===== src/rtl/spf_pkg.sv =====
// ----------------------------------------------------------------------------
// spf_pkg
// shared types and constants of the servo bus packet framer
// ----------------------------------------------------------------------------
package spf_pkg;

    // stream word widths, zero padded to whole bytes
    localparam int S_TDATA_W = 48;
    localparam int M_TDATA_W = 48;
    localparam int S_TUSER_W = 1;
    localparam int M_TUSER_W = 2;

    // index of a byte inside a command packet (at most nine bytes)
    localparam int IDX_W = 4;

    localparam logic [7:0] HDR_BYTE   = 8'hFF;
    localparam logic [7:0] INS_READ   = 8'h02;
    localparam logic [7:0] INS_WRITE  = 8'h03;
    localparam logic [7:0] INS_RESET  = 8'h06;
    localparam logic [7:0] LEN_RESET  = 8'h02;
    localparam logic [7:0] LEN_SHORT  = 8'h04;
    localparam logic [7:0] LEN_WORD   = 8'h05;
    localparam logic [7:0] RD_COUNT_1 = 8'h01;
    localparam logic [7:0] RD_COUNT_2 = 8'h02;

    typedef enum logic [2:0] {
        CMD_WRITE_BYTE = 3'd0,
        CMD_WRITE_WORD = 3'd1,
        CMD_FACTORY    = 3'd2,
        CMD_READ_BYTE  = 3'd3,
        CMD_READ_WORD  = 3'd4
    } t_cmd;

    typedef enum logic [2:0] {
        PH_HUNT   = 3'd0,
        PH_HDR2   = 3'd1,
        PH_ID     = 3'd2,
        PH_LEN    = 3'd3,
        PH_ERROR  = 3'd4,
        PH_LOW    = 3'd5,
        PH_HIGH   = 3'd6,
        PH_CHKSUM = 3'd7
    } t_rx_phase;

    // one transmit byte of a command packet
    typedef struct packed {
        logic [7:0] tx_byte;
        logic       last;
    } t_tx;

    // result of one received byte
    typedef struct packed {
        logic        valid;
        logic        ok;
        logic [7:0]  id;
        logic [7:0]  error;
        logic [15:0] value;
    } t_status;

endpackage


===== src/rtl/servo_bus_packet_framer.sv =====
// a word is taken into the input register, and its results then leave through the output register
// throughput: one packet byte per cycle while the output is free (6, 8 or 9 per command),
//   set by the single byte selector behind the input register
// a received byte gives a single result; an unknown command is dropped on entry
// reset (synchronous, active low) empties both stages and the parser
// ----------------------------------------------------------------------------
// servo_bus_packet_framer
// frames servo bus commands into bytes and parses received status packets
// ----------------------------------------------------------------------------
module servo_bus_packet_framer
    import spf_pkg::*;
(
    input  logic                 i_clk,
    input  logic                 i_rst_n,
    // slave side
    input  logic                 s_axis_tvalid,
    output logic                 s_axis_tready,
    // tdata: servo_id[7:0], command[10:8], reg_addr[18:11],
    //        write_value[34:19], rx_byte[42:35], zero[47:43]
    input  logic [S_TDATA_W-1:0] s_axis_tdata,
    // tuser: op[0]
    input  logic [S_TUSER_W-1:0] s_axis_tuser,
    // master side
    output logic                 m_axis_tvalid,
    input  logic                 m_axis_tready,
    // tdata: tx_byte[7:0], status_ok[8], status_id[16:9],
    //        status_error[24:17], read_value[40:25], zero[47:41]
    output logic [M_TDATA_W-1:0] m_axis_tdata,
    // tuser: tx_valid[0], status_valid[1]
    output logic [M_TUSER_W-1:0] m_axis_tuser,
    output logic                 m_axis_tlast
);

    // input stage: the word being worked on and its byte position
    logic             r_in_valid, n_in_valid;
    logic             r_in_op;
    logic [7:0]       r_in_id;
    logic [2:0]       r_in_cmd;
    logic [7:0]       r_in_addr;
    logic [15:0]      r_in_value;
    logic [7:0]       r_in_rx;
    logic [IDX_W-1:0] r_idx, n_idx;

    // output stage
    logic             r_out_valid;
    logic             r_out_tx_valid;
    logic             r_out_last;
    t_status          r_out_status;
    logic [7:0]       r_out_tx_byte;

    t_tx              gen_tx;
    t_status          rx_status;
    logic             out_free;
    logic             adv;
    logic             cur_last;
    logic             s_acc;
    logic             keep;
    logic             width_we;

    spf_cmd_gen u_cmd_gen (
        .i_id    (r_in_id),
        .i_cmd   (r_in_cmd),
        .i_addr  (r_in_addr),
        .i_value (r_in_value),
        .i_idx   (r_idx),
        .o_tx    (gen_tx)
    );

    // read commands set the reply width as their last byte leaves
    assign width_we = adv && !r_in_op && gen_tx.last &&
                      ((r_in_cmd == CMD_READ_BYTE) || (r_in_cmd == CMD_READ_WORD));

    spf_rx_parser u_rx_parser (
        .i_clk        (i_clk),
        .i_rst_n      (i_rst_n),
        .i_step       (adv && r_in_op),
        .i_byte       (r_in_rx),
        .i_width_we   (width_we),
        .i_width_word (r_in_cmd == CMD_READ_WORD),
        .o_status     (rx_status)
    );

    // handshake: a result moves whenever the output register is free
    assign out_free      = !r_out_valid || m_axis_tready;
    assign adv           = r_in_valid && out_free;
    assign cur_last      = r_in_op ? 1'b1 : gen_tx.last;
    assign s_axis_tready = !r_in_valid || (adv && cur_last);
    assign s_acc         = s_axis_tvalid && s_axis_tready;
    // unknown commands give no bytes, so they never enter the stage
    assign keep          = s_axis_tuser[0] || (s_axis_tdata[10:8] <= CMD_READ_WORD);

    always_comb begin
        n_in_valid = r_in_valid;
        n_idx      = r_idx;
        if (s_acc) begin
            n_in_valid = keep;
            n_idx      = '0;
        end else if (adv) begin
            n_in_valid = !cur_last;
            n_idx      = r_idx + IDX_W'(1);
        end
    end

    always_ff @(posedge i_clk) begin
        if (!i_rst_n) begin
            r_in_valid  <= 1'b0;
            r_idx       <= '0;
            r_out_valid <= 1'b0;
        end else begin
            r_in_valid <= n_in_valid;
            r_idx      <= n_idx;
            if (adv) begin
                r_out_valid <= 1'b1;
            end else if (m_axis_tready) begin
                r_out_valid <= 1'b0;
            end
        end
    end

    // payload registers
    always_ff @(posedge i_clk) begin
        if (s_acc) begin
            r_in_op    <= s_axis_tuser[0];
            r_in_id    <= s_axis_tdata[7:0];
            r_in_cmd   <= s_axis_tdata[10:8];
            r_in_addr  <= s_axis_tdata[18:11];
            r_in_value <= s_axis_tdata[34:19];
            r_in_rx    <= s_axis_tdata[42:35];
        end
        if (adv) begin
            r_out_tx_valid <= !r_in_op;
            r_out_last     <= cur_last;
            r_out_tx_byte  <= r_in_op ? 8'h00 : gen_tx.tx_byte;
            r_out_status   <= r_in_op ? rx_status : '0;
        end
    end

    assign m_axis_tvalid = r_out_valid;
    assign m_axis_tlast  = r_out_last;
    assign m_axis_tuser  = {r_out_status.valid, r_out_tx_valid};
    assign m_axis_tdata  = {7'b0, r_out_status.value, r_out_status.error,
                            r_out_status.id, r_out_status.ok, r_out_tx_byte};

`ifndef ASSERT_OFF
    // an empty input stage always takes a word
    a_ready_when_empty: assert property (@(posedge i_clk) disable iff (!i_rst_n)
        !r_in_valid |-> s_axis_tready)
        else $error("input stage empty but not ready");

    // a command never runs past its checksum byte
    a_idx_bound: assert property (@(posedge i_clk) disable iff (!i_rst_n)
        (r_in_valid && !r_in_op) |-> (r_idx <= IDX_W'(8)))
        else $error("command byte index out of range");

    // a received byte gives one final result with no transmit byte
    a_rx_single: assert property (@(posedge i_clk) disable iff (!i_rst_n)
        (adv && r_in_op) |=> (m_axis_tvalid && m_axis_tlast && !m_axis_tuser[0]))
        else $error("received byte result malformed");

    // status and transmit bytes are never reported together
    a_status_excl: assert property (@(posedge i_clk) disable iff (!i_rst_n)
        (r_out_valid && r_out_status.valid) |-> !r_out_tx_valid)
        else $error("status result carries a transmit byte");
`endif

endmodule


===== src/rtl/spf_cmd_gen.sv =====
// ----------------------------------------------------------------------------
// spf_cmd_gen
// picks byte number i_idx of a command packet and flags the last one
// ----------------------------------------------------------------------------
module spf_cmd_gen
    import spf_pkg::*;
(
    input  logic [7:0]       i_id,
    input  logic [2:0]       i_cmd,
    input  logic [7:0]       i_addr,
    input  logic [15:0]      i_value,
    input  logic [IDX_W-1:0] i_idx,
    output t_tx              o_tx
);

    logic [7:0]       len;
    logic [7:0]       instr;
    logic [7:0]       p6;
    logic [7:0]       sum;
    logic [7:0]       chk;
    logic [IDX_W-1:0] last_idx;
    logic             is_reset;
    logic             is_word;

    always_comb begin
        len      = LEN_SHORT;
        instr    = INS_WRITE;
        p6       = i_value[7:0];
        last_idx = IDX_W'(7);
        is_reset = 1'b0;
        is_word  = 1'b0;
        unique case (i_cmd)
            CMD_WRITE_BYTE: begin
            end
            CMD_WRITE_WORD: begin
                len      = LEN_WORD;
                last_idx = IDX_W'(8);
                is_word  = 1'b1;
            end
            CMD_FACTORY: begin
                len      = LEN_RESET;
                instr    = INS_RESET;
                last_idx = IDX_W'(5);
                is_reset = 1'b1;
            end
            CMD_READ_BYTE: begin
                instr = INS_READ;
                p6    = RD_COUNT_1;
            end
            CMD_READ_WORD: begin
                instr = INS_READ;
                p6    = RD_COUNT_2;
            end
            default: begin
                last_idx = '0;
            end
        endcase

        sum = i_id + len + instr;
        if (!is_reset) begin
            sum = sum + i_addr + p6 + (is_word ? i_value[15:8] : 8'h00);
        end
        chk = ~sum;

        o_tx.last = (i_idx == last_idx);
        unique case (i_idx)
            IDX_W'(0), IDX_W'(1): o_tx.tx_byte = HDR_BYTE;
            IDX_W'(2):            o_tx.tx_byte = i_id;
            IDX_W'(3):            o_tx.tx_byte = len;
            IDX_W'(4):            o_tx.tx_byte = instr;
            IDX_W'(5):            o_tx.tx_byte = is_reset ? chk : i_addr;
            IDX_W'(6):            o_tx.tx_byte = p6;
            IDX_W'(7):            o_tx.tx_byte = is_word ? i_value[15:8] : chk;
            IDX_W'(8):            o_tx.tx_byte = chk;
            default:              o_tx.tx_byte = 8'h00;
        endcase
    end

endmodule


===== src/rtl/spf_rx_parser.sv =====
// ----------------------------------------------------------------------------
// spf_rx_parser
// status packet parser, one received byte per step
// ----------------------------------------------------------------------------
module spf_rx_parser
    import spf_pkg::*;
(
    input  logic       i_clk,
    input  logic       i_rst_n,
    input  logic       i_step,
    input  logic [7:0] i_byte,
    input  logic       i_width_we,
    input  logic       i_width_word,
    output t_status    o_status
);

    t_rx_phase  r_phase, n_phase;
    logic [7:0] r_sum, n_sum;
    logic [7:0] r_ident, n_ident;
    logic [7:0] r_error, n_error;
    logic [7:0] r_low, n_low;
    logic [7:0] r_high, n_high;
    logic       r_expect_word;

    // next state
    always_comb begin
        n_phase = r_phase;
        n_sum   = r_sum;
        n_ident = r_ident;
        n_error = r_error;
        n_low   = r_low;
        n_high  = r_high;
        unique case (r_phase)
            PH_HUNT: n_phase = (i_byte == HDR_BYTE) ? PH_HDR2 : PH_HUNT;
            PH_HDR2: n_phase = (i_byte == HDR_BYTE) ? PH_ID : PH_HUNT;
            PH_ID: begin
                n_ident = i_byte;
                n_sum   = i_byte;
                n_phase = PH_LEN;
            end
            PH_LEN: begin
                n_sum   = r_sum + i_byte;
                n_phase = PH_ERROR;
            end
            PH_ERROR: begin
                n_error = i_byte;
                n_sum   = r_sum + i_byte;
                n_phase = PH_LOW;
            end
            PH_LOW: begin
                n_low   = i_byte;
                n_sum   = r_sum + i_byte;
                n_phase = r_expect_word ? PH_HIGH : PH_CHKSUM;
            end
            PH_HIGH: begin
                n_high  = i_byte;
                n_sum   = r_sum + i_byte;
                n_phase = PH_CHKSUM;
            end
            PH_CHKSUM: n_phase = PH_HUNT;
            default:   n_phase = PH_HUNT;
        endcase
    end

    // outputs, all zero unless the checksum byte is being taken
    always_comb begin
        o_status = '0;
        if (r_phase == PH_CHKSUM) begin
            o_status.valid = 1'b1;
            o_status.ok    = (~r_sum == i_byte);
            o_status.id    = r_ident;
            o_status.error = r_error;
            o_status.value = r_expect_word ? {r_high, r_low} : {8'h00, r_low};
        end
    end

    always_ff @(posedge i_clk) begin
        if (!i_rst_n) begin
            r_phase       <= PH_HUNT;
            r_sum         <= '0;
            r_ident       <= '0;
            r_error       <= '0;
            r_low         <= '0;
            r_high        <= '0;
            r_expect_word <= 1'b0;
        end else begin
            if (i_step) begin
                r_phase <= n_phase;
                r_sum   <= n_sum;
                r_ident <= n_ident;
                r_error <= n_error;
                r_low   <= n_low;
                r_high  <= n_high;
            end
            if (i_width_we) begin
                r_expect_word <= i_width_word;
            end
        end
    end

endmodule

===== config.mk =====
export PLATFORM = sky130hd
export DESIGN_NAME = servo_bus_packet_framer
export DESIGN_NICKNAME = d
export VERILOG_FILES = /design/src/rtl/spf_pkg.sv /design/src/rtl/servo_bus_packet_framer.sv /design/src/rtl/spf_cmd_gen.sv /design/src/rtl/spf_rx_parser.sv
export SDC_FILE = /design/constraint.sdc
export NUM_CORES = 1
export LEC_CHECK = 0
export BUFFER_PORTS_ARGS = -buffer_cell sky130_fd_sc_hd__clkbuf_2
export CAP_MARGIN = 20
export CORE_ASPECT_RATIO = 1.4
export CORE_MARGIN = 1.5
export CORE_UTILIZATION = 55
export CTS_CLUSTER_DIAMETER = 30
export DETAILED_ROUTE_END_ITERATION = 10
export GPL_ROUTABILITY_DRIVEN = 0
export PLACE_DENSITY = 0.78
export SLEW_MARGIN = 5
export SYNTH_ARGS = -nofsm -noshare
export SYNTH_HDL_FRONTEND = slang
export SYNTH_HIERARCHICAL = 1
export SYNTH_SLANG_ARGS = --single-unit

===== constraint.sdc =====
create_clock -name i_clk -period 6.7 [get_ports i_clk]
set_input_delay 1.34 -clock i_clk [delete_from_list [all_inputs] [get_ports i_clk]]
set_output_delay 1.34 -clock i_clk [all_outputs]
set_load 0.02 [all_outputs]

==> impl_metrics.yaml, run 1 <==
status:
  status: "completed"
cts:
  postCtsSetupRepairBufs: 0
  post_cts_resized: 0
  holdBufCountCts: 0
  clkTransAtPathRegs_ns: 0.06
  root_buffer: "clkbuf_16"
  cts_made_buffers: 17
  cts_tree: "done"
  ctsLongestPathBuffers: 2
  worstSkewPairLatency_ns: 0.42
  cts.sinks: 138
  htree_levels: 4
placement:
  postPlaceCellArea_um2: 7930
  place_inst: 975
  portBuffers: 93
  place_ws_ns: 0.926
  dp_hpwl_um: 12400
synth:
  yosys.area_share.adder_pct: 7.81
  synthMuxAreaShare_pct: 0.693
  netlist_instances: 732
  syn_avg_cell_area_um2: 10.1
  yosys_register_bits: 138
  syn_area_um2: 7400
  synth-compound-area-share_pct: 13.7
  yosysSeqAreaShare_pct: 49.2
  synthSimpleGateAreaFrac_pct: 20.4
  async_flop_share_pct: 0
  yosysWarnings: 6
  synth-xor-area-share_pct: 2.55
  synth_top_family_by_area: "simple AND/OR/NAND/NOR gates"
  synth_edf_count: 88
  ys_types: 79
  ys.flop_type: "edfxtp_1"
final_layout:
  finalNetCount: 904
  seq_area_um2: 3640
  area_growth_pct: 16.0
  fillers: 1075
  diodes: 0
  multi_input_area_um2: 3380
  final_cell_area_um2: 8590
  final_cells: 1010
  final_util_pct: 64.8
  drive_above_1_share_pct: 18.5
global_routing:
  grt_max_degree: 46
  grtUsageMet3_pct: 5.69
  met1_usage_pct: 26.9
  grtUsageMet2_pct: 45.4
  grt-ovfl-total: 0
  grt_use_total_pct: 25.8
  grt_antenna_before_repair: 0
  grt_first_pass_wirelength_um: 28000
  globalRoute.busiestLayer: "met2"
  grt_pass1_vias: 5827
floorplan:
  num_rows: 50
  start_util_pct: 55.8
  io_pins: 106
  core_um2: 13300
  dieArea_um2: 14200
  die_h_um: 140
  die_w_um: 101
sta:
  grt_setup_unrepaired: "no"
  max_slew_margin_pct: 40.8
  setup-violations-final: 0
  timing_worst_slew_pin_value_ns: 0.882
  maxSlewViolCount: 0
  fin_ws_ns: 0.720
  finalSetupTns_ns: 0
  clock_skew_ns: 0.00696
  finalCriticalPeriod_ns: 5.98
  fin_crit_sh_pct: 89.3
  fmax_mhz: 167
  hold_viol_final: 0
power:
  power_switching_mw: 0.611
  seqPwrFrac_pct: 42.5
  power.density_nw_per_um2: 267
  peakVddDrop_mv: 0.166
  clockPowerShare_pct: 41.0
  leakagePower_nw: 3.41
  switching_share_pct: 26.7
  p_int_mw: 1.68
  power_frac_comb_pct: 16.5
setup_path:
  crit_arrival_ns: 6.26
  crit_chain: "nor3b_2 -> buf_4 -> inv_2 -> ha_1 -> inv_1 -> ha_1 -> inv_1 -> fa_1 -> nor2b_1 -> o21ai_0 -> xnor2_1 -> fa_1 -> inv_1 -> fa_1 -> inv_1 -> ha_1 -> o21a_1 -> o31a_1 -> o22ai_1 -> xnor3_1 -> or3b_1 -> o311ai_1 -> nor2b_1"
  crit_path_end_kind: "flip-flop"
  critical_path.startpoint_type: "flip-flop"
  critPathMaxFanout: 18
  max_stage_delay_ns: 0.69
  crit_type: "reg -> reg"
  required_ns: 6.98
  crit_top_cell: "inv_1"
  cp_slowest_cell: "edfxtp_1"
route:
  finalWirelength_um: 17500
  first_pass_iters: 7
  vias_per_cell: 5.75
  drtIter0Drc: 294
  vias: 5807
  drtAntennaViolNets: 0
  remaining_drc_errors: 0
  wl_per_cell_um: 17.3
flow_run:
  max_cap_violations: 0
min_path:
  min_path_type: "reg -> reg"
-- metal layers --
metal	vias up	wire length [µm]
met5	-	0
met4	0	996
met3	91	1140
met2	297	9280
met1	2705	6060
li1	2714	-
-- through the flow --
step	power (mW)	hold WS, ns
after floorplan	1.25	0.432
after global placement	1.33	0.439
after detailed placement	1.35	0.443
after CTS	2.29	0.451
after global routing	2.38	0.474
final	2.29	0.449
-- cell type report --
class,count,area share [%]
flip-flops and latches,138,42.4
well taps,182,2.65
repair buffers,100,6.38
clock inverters,9,1.15
multi-input cells,511,39.4
inverters,47,2.07
clock buffers,23,5.96
-- kinds of logic (layout without fill, tap and decap cells) --
kind of cell	Yosys count	in the layout
buffers and inverters	89	179
DFF	138	138
and+or+nand+nor	286	286
other	1	7
AOI/OAI and AO/OA	160	160
muxes	5	5
xor gates and xnor gates	17	17
adders and majority gates	36	36
-- layout by cell type (no fill, tap or decap), drive strengths merged, types with 5 or more instances in the layout --
cell | netlist | routed
clkbuf | 21 | 116
xnor2 | 10 | 10
nand2 | 101 | 101
a221oi | 5 | 5
ha | 19 | 19
nand2b | 6 | 6
nor2b | 16 | 16
inv | 46 | 50
nand3 | 9 | 9
a21o | 7 | 7
o22ai | 8 | 8
and3 | 11 | 11
nor3 | 15 | 15
xor2 | 6 | 6
o21ai | 27 | 27
nor3b | 7 | 7
conb | 1 | 7
and2 | 68 | 68
o21a | 7 | 7
a21oi | 66 | 66
dfxtp | 50 | 50
fa | 17 | 17
a31oi | 5 | 5
nor2 | 31 | 31
buf | 21 | 7
edfxtp | 88 | 88
-- power by group through the flow --
| stage | registers, mW | clock network [mW] | logic [mW] |
|---|---|---|---|
| floorplan | 0.993 | 0 | 0.257 |
| global placement | 0.988 | 0 | 0.340 |
| detailed placement | 0.989 | 0 | 0.365 |
| CTS | 0.972 | 0.954 | 0.366 |
| global route | 0.975 | 0.987 | 0.415 |
| finish | 0.973 | 0.940 | 0.377 |
-- Yosys cell counts, drive strengths merged, types with 17 or more instances --
master	instances	share of area [%]
nand2	101	5.3
dfxtp	50	14
buf	21	2.1
fa	17	4.6
a21oi	66	4.5
edfxtp	88	36
o21ai	27	2.0
clkbuf	21	1.1
and2	68	5.7
inv	46	2.3
ha	19	3.2
nor2	31	1.6
-- final timing paths --
check | start | to | slack, ns | depth (start not counted)
worst max-delay path | r_in_cmd[1] | r_out_tx_byte[7] | 0.72 | 23
worst min-delay path | u_rx_parser/r_low[1] | u_rx_parser/r_low[1] | 0.45 | 2
worst max register to register | r_in_cmd[1] | r_out_tx_byte[7] | 0.72 | 23
worst min register to register | u_rx_parser/r_low[1] | u_rx_parser/r_low[1] | 0.45 | 2
-- sequential cells by signal, summed over array words and instances, names as in the netlist --
signal and flops:
m_axis_tvalid 1, r_in_id 8, r_in_value 16, r_in_cmd 3, m_axis_tuser 1, u_rx_parser/r_low 8
m_axis_tlast 1, r_in_valid 1, r_out_tx_byte 8, u_rx_parser/r_expect_word 1, u_rx_parser/r_sum 8, r_in_op 1
r_out_tx_valid 1, u_rx_parser/r_error 8, u_rx_parser/r_high 8, r_in_rx 8, m_axis_tdata 33, u_rx_parser/r_ident 8
r_in_addr 8, u_rx_parser/r_phase 3, r_idx 4
-- critical path: cells and delay by family, from the launching register on --
| kind | cells | cell delay, ns |
|---|---|---|
| XOR/XNOR | 2 | 0.49 |
| AND/OR/NAND/NOR | 4 | 0.99 |
| adder cells (fa/ha/maj) | 6 | 2.34 |
| flip-flops | 1 | 0.69 |
| AO/OA/AOI/OAI | 5 | 0.65 |
| buffers and inverters | 6 | 0.67 |
No activity file was read; power rests on OpenSTA's default activity.
==> inputs of run 2 (changes only) <==
--- a/config.mk
+++ b/config.mk
@@ -7,13 +7,13 @@
 export LEC_CHECK = 0
 export BUFFER_PORTS_ARGS = -buffer_cell sky130_fd_sc_hd__clkbuf_2
 export CAP_MARGIN = 20
-export CORE_ASPECT_RATIO = 1.4
 export CORE_MARGIN = 1.5
 export CORE_UTILIZATION = 55
 export CTS_CLUSTER_DIAMETER = 30
 export DETAILED_ROUTE_END_ITERATION = 10
 export GPL_ROUTABILITY_DRIVEN = 0
-export PLACE_DENSITY = 0.78
+export PLACE_DENSITY = 0.76
+export REMOVE_ABC_BUFFERS = 1
 export SLEW_MARGIN = 5
 export SYNTH_ARGS = -nofsm -noshare
 export SYNTH_HDL_FRONTEND = slang
==> run 2 against run 1 <==
Effect of this change: design area shrank 0.47%; count of clock-buffer cells in the layout shrank 5; cell count shrank 0.69%; register-to-register slack is essentially flat; combinational power shrank 2%; critical path depth is the same; via count shrank 2.0%; worst hold slack gained 0.0043 ns; critical path type unchanged; largest cell class unchanged.
==> impl_metrics.yaml, run 2 (synthesis results as in run 1) <==
status:
  status: "completed"
setup_path:
  crit_top_cell: "inv_1"
  crit_type: "reg -> reg"
  critical_path.startpoint_type: "flip-flop"
  max_stage_delay_ns: 0.70
  required_ns: 6.98
  crit_path_end_kind: "flip-flop"
  crit_arrival_ns: 6.27
  crit_chain: "nor3b_2 -> buf_4 -> inv_2 -> ha_1 -> inv_1 -> ha_1 -> inv_1 -> fa_1 -> nor2b_1 -> o21ai_0 -> xnor2_1 -> fa_1 -> inv_1 -> fa_1 -> inv_1 -> ha_1 -> o21a_1 -> o31a_1 -> o22ai_1 -> xnor3_1 -> or3b_1 -> o311ai_1 -> nor2b_1"
  critPathMaxFanout: 18
  cp_slowest_cell: "edfxtp_1"
floorplan:
  dieArea_um2: 14200
  io_pins: 106
  num_rows: 42
  die_h_um: 119
  core_um2: 13200
  start_util_pct: 56.1
  die_w_um: 119
sta:
  finalSetupTns_ns: 0
  fmax_mhz: 167
  setup-violations-final: 0
  maxSlewViolCount: 0
  fin_crit_sh_pct: 89.4
  finalCriticalPeriod_ns: 5.99
  hold_viol_final: 0
  clock_skew_ns: 0.00911
  max_slew_margin_pct: 28.3
  timing_worst_slew_pin_value_ns: 1.07
  grt_setup_unrepaired: "no"
global_routing:
  grt_first_pass_wirelength_um: 25900
  grt-ovfl-total: 0
  grt_use_total_pct: 23.3
  grt_max_degree: 46
  grt_pass1_vias: 5323
  grt_antenna_before_repair: 0
power:
  leakagePower_nw: 3.39
  power.density_nw_per_um2: 261
  peakVddDrop_mv: 0.181
final_layout:
  multi_input_area_um2: 3380
  fillers: 1012
  seq_area_um2: 3640
  final_util_pct: 64.8
  area_growth_pct: 15.4
  diodes: 0
  drive_above_1_share_pct: 18.5
  finalNetCount: 903
  largest_reg_flops: 33
  layout_common_cells: "nand2_1 (99), clkbuf_2 (93), edfxtp_1 (88)"
  layout_commonest_cell: "nand2_1"
route:
  remaining_drc_errors: 0
  finalWirelength_um: 16000
  vias: 5690
  drtAntennaViolNets: 0
  wl_per_cell_um: 16.0
  drtIter0Drc: 501
  vias_per_cell: 5.67
  first_pass_iters: 5
cts:
  cts_made_buffers: 17
  htree_levels: 4
  worstSkewPairLatency_ns: 0.42
  cts_tree: "done"
  holdBufCountCts: 0
  root_buffer: "clkbuf_16"
  cts.sinks: 138
  clkTransAtPathRegs_ns: 0.06
  ctsLongestPathBuffers: 2
  postCtsSetupRepairBufs: 0
  post_cts_resized: 0
min_path:
  min_path_type: "reg -> reg"
flow_run:
  max_cap_violations: 0
placement:
  portBuffers: 93
  dp_hpwl_um: 10900
## run 2: cell count changes in the layout (fill, tap and decap cells not counted), moves of 2 or more
cell and change:
buf_4 -2, clkbuf_1 -2, clkbuf_16 -3, inv_6 +3
## run 2: path summary, 6_finish.rpt
check | from | endpoint | slack (ns) | cells after the start
max reg2reg | r_in_cmd[1] | r_out_tx_byte[7] | 0.71 | 23
min | u_rx_parser/r_high[5] | u_rx_parser/r_high[5] | 0.45 | 2
max | r_in_cmd[1] | r_out_tx_byte[7] | 0.71 | 23
min reg2reg | u_rx_parser/r_high[5] | u_rx_parser/r_high[5] | 0.45 | 2
## run 2: power breakdown
part	total [mW]	internal, mW	switching (mW)
registers	0.971	0.941	0.0295
logic	0.371	0.153	0.218
clock network	0.890	0.518	0.372
total	2.23	1.61	0.619
## run 2: per-stage QoR
stage          total power [mW]  hold WS [ns]  cells  area, µm²  setup slack, ns
2_1_floorplan              1.24         0.432    696       7190             1.14
3_3_place_gp               1.32         0.440    967       7900            0.966
3_5_place_dp               1.34         0.445    967       7900            0.829
4_1_cts                    2.23         0.454    999       8470            0.815
5_1_grt                    2.33         0.478   1003       8550            0.445
6_report                   2.23         0.453   1003       8550            0.708
## run 2: critical path, delay by kind of cell (launching register included)
family / cells / cell delay, ns
AO/OA/AOI/OAI: 5 / 0.76
buffers and inverters: 6 / 0.61
flip-flops: 1 / 0.70
XOR/XNOR: 2 / 0.49
AND/OR/NAND/NOR: 4 / 1.00
adder cells (fa/ha/maj): 6 / 2.28
## run 2: routing by layer
| metal | vias up | wire, µm | global-route usage [%] |
|---|---|---|---|
| li1 | 2717 | - | - |
| met1 | 2677 | 7150 | 32.6 |
| met2 | 261 | 7280 | 35.9 |
| met3 | 35 | 1280 | 5.46 |
| met4 | 0 | 303 | 8.21 |
| met5 | - | 0 | 0 |
## run 2: area by class of cell
| class | count | area share (%) |
|---|---|---|
| clock buffers | 18 | 5.02 |
| repair buffers | 99 | 6.59 |
| well taps | 176 | 2.58 |
| inverters | 47 | 2.08 |
| multi-input cells | 511 | 39.5 |
| clock inverters | 14 | 1.57 |
| flip-flops and latches | 138 | 42.6 |
==> inputs of run 3 (changes only) <==
--- a/config.mk
+++ b/config.mk
@@ -9,11 +9,9 @@
 export CAP_MARGIN = 20
 export CORE_MARGIN = 1.5
 export CORE_UTILIZATION = 55
-export CTS_CLUSTER_DIAMETER = 30
 export DETAILED_ROUTE_END_ITERATION = 10
 export GPL_ROUTABILITY_DRIVEN = 0
 export PLACE_DENSITY = 0.76
-export REMOVE_ABC_BUFFERS = 1
 export SLEW_MARGIN = 5
 export SYNTH_ARGS = -nofsm -noshare
 export SYNTH_HDL_FRONTEND = slang
==> run 3 against run 2 <==
Effect of this change: largest cell class unchanged; first-iteration DRC count grew 7.8%; combinational power increased by 1%; worst setup slack better by 0.13 ns; die area unchanged; clock skew increased by 0.00074 ns; sequential power hardly changed; critical path type unchanged; critical endpoint unchanged.
==> impl_metrics.yaml, run 3 (synthesis results as in run 1) <==
status:
  status: "completed"
placement:
  dp_hpwl_um: 11100
  place_ws_ns: 0.946
  portBuffers: 93
global_routing:
  grt-ovfl-total: 0
  grt_first_pass_wirelength_um: 26300
  grt_use_total_pct: 23.7
  grt_pass1_vias: 5290
  grt_antenna_before_repair: 0
  grt_max_degree: 45
cts:
  cts_tree: "done"
  post_cts_resized: 0
  cts.sinks: 138
  root_buffer: "clkbuf_16"
  clkTransAtPathRegs_ns: 0.06
  ctsLongestPathBuffers: 2
  htree_levels: 4
  worstSkewPairLatency_ns: 0.42
  holdBufCountCts: 0
  postCtsSetupRepairBufs: 0
  cts_made_buffers: 17
floorplan:
  dieArea_um2: 14200
  io_pins: 106
  die_h_um: 119
  num_rows: 42
  core_um2: 13200
  start_util_pct: 56.1
  die_w_um: 119
sta:
  fin_ws_ns: 0.839
  grt_setup_unrepaired: "no"
  setup-violations-final: 0
  fin_crit_sh_pct: 87.5
  finalSetupTns_ns: 0
  timing_worst_slew_pin_value_ns: 1.02
  finalCriticalPeriod_ns: 5.86
  maxSlewViolCount: 0
  fmax_mhz: 171
  hold_viol_final: 0
  clock_skew_ns: 0.00985
  max_slew_margin_pct: 32.0
setup_path:
  critical_path.startpoint_type: "flip-flop"
  r2r_start: "r_in_cmd[1]"
  crit_arrival_ns: 6.14
  crit_path_end_kind: "flip-flop"
  reg2regPathDepth: 23
  reg2reg_to: "r_out_tx_byte[7]"
  crit_type: "reg -> reg"
  critPathMaxFanout: 18
  required_ns: 6.98
  reg2reg_setup_slack_ns: 0.84
  cp_slowest_cell: "edfxtp_1"
  crit_top_cell: "inv_1"
  max_stage_delay_ns: 0.70
  critPathCapture: "r_out_tx_byte[7]"
  crit_chain: "nor3b_2 -> buf_4 -> inv_2 -> ha_1 -> inv_1 -> ha_1 -> inv_1 -> fa_1 -> nor2b_1 -> o21ai_0 -> xnor2_1 -> fa_1 -> inv_1 -> fa_1 -> inv_1 -> ha_1 -> o21a_1 -> o31a_1 -> o22ai_1 -> xnor3_1 -> or3b_1 -> o311ai_1 -> nor2b_1"
  worstSetupStartpoint: "r_in_cmd[1]"
min_path:
  min_path_type: "reg -> reg"
route:
  finalWirelength_um: 16300
  drtIter0Drc: 540
  first_pass_iters: 5
  wl_per_cell_um: 16.3
  vias: 5712
  vias_per_cell: 5.69
  drtAntennaViolNets: 0
  remaining_drc_errors: 0
final_layout:
  diodes: 0
  drive_above_1_share_pct: 18.3
  finalNetCount: 903
  layout_common_cells: "nand2_1 (99), clkbuf_2 (94), edfxtp_1 (88)"
  layout_commonest_cell: "nand2_1"
  largest_reg_flops: 33
  area_growth_pct: 14.9
flow_run:
  max_cap_violations: 0
power:
  leakagePower_nw: 3.38
  peakVddDrop_mv: 0.217
  power.density_nw_per_um2: 261
[run 3: cell types whose count changed in the layout (fill, tap and decap cells not counted), moves of 2 or more]
cell      before  now
clkinv_2       2    5
buf_4          2    4
clkinv_4       3    1
clkbuf_8       0    4
inv_6          7    0
clkbuf_1       1    3
[run 3: layout make-up]
| cell class | instances | area [µm²] |
|---|---|---|
| well taps | 176 | 220 |
| clock buffers | 25 | 517 |
| multi-input cells | 511 | 3380 |
| clock inverters | 7 | 40.0 |
| flip-flops and latches | 138 | 3640 |
| inverters | 47 | 178 |
| fillers | 1083 | 4680 |
| repair buffers | 99 | 528 |
[run 3: critical path: cells and delay by family, from the launching register on]
| family | cells | cell delay, ns |
|---|---|---|
| fa+ha+maj | 6 | 2.30 |
| simple gates | 4 | 0.99 |
| xor+xnor | 2 | 0.46 |
| compound gates | 5 | 0.64 |
| flops | 1 | 0.70 |
| buf+inv | 6 | 0.63 |
[run 3: how the worst min path moves through the flow]
stage,start,cells after the start,slack (ns),to
2_1_floorplan,u_rx_parser/r_error[0],2,0.43,u_rx_parser/r_error[0]
3_3_place_gp,u_rx_parser/r_high[5],2,0.44,u_rx_parser/r_high[5]
3_5_place_dp,u_rx_parser/r_low[3],2,0.44,u_rx_parser/r_low[3]
4_1_cts,u_rx_parser/r_ident[1],2,0.45,u_rx_parser/r_ident[1]
5_1_grt,u_rx_parser/r_low[0],2,0.47,u_rx_parser/r_low[0]
6_report,u_rx_parser/r_ident[7],2,0.45,u_rx_parser/r_ident[7]
[run 3: per-layer routing]
| metal | global-route usage [%] | up-vias | routed length, µm |
|---|---|---|---|
| li1 | - | 2715 | - |
| met1 | 32.6 | 2686 | 7120 |
| met2 | 36.2 | 282 | 7660 |
| met3 | 6.08 | 29 | 1270 |
| met4 | 8.58 | 0 | 302 |
| met5 | 0 | - | 0 |
[run 3: per-stage QoR]
stage               area, µm²  power [mW]  hold slack, ns  instances  util, %
floorplan                7430        1.25           0.432        738        -
global placement         7920        1.33           0.439        969     60.0
detailed placement       7920        1.35           0.443        969     60.0
CTS                      8470        2.22           0.450       1001     64.2
global route             8510        2.30           0.470       1003     64.5
finish                   8510        2.22           0.450       1003     64.5
[run 3: report_power, final]
group | leakage, nW | internal (mW) | switching [mW]
clock | 0.276 | 0.531 | 0.339
sequential | 1.25 | 0.942 | 0.0298
combinational | 1.85 | 0.152 | 0.224
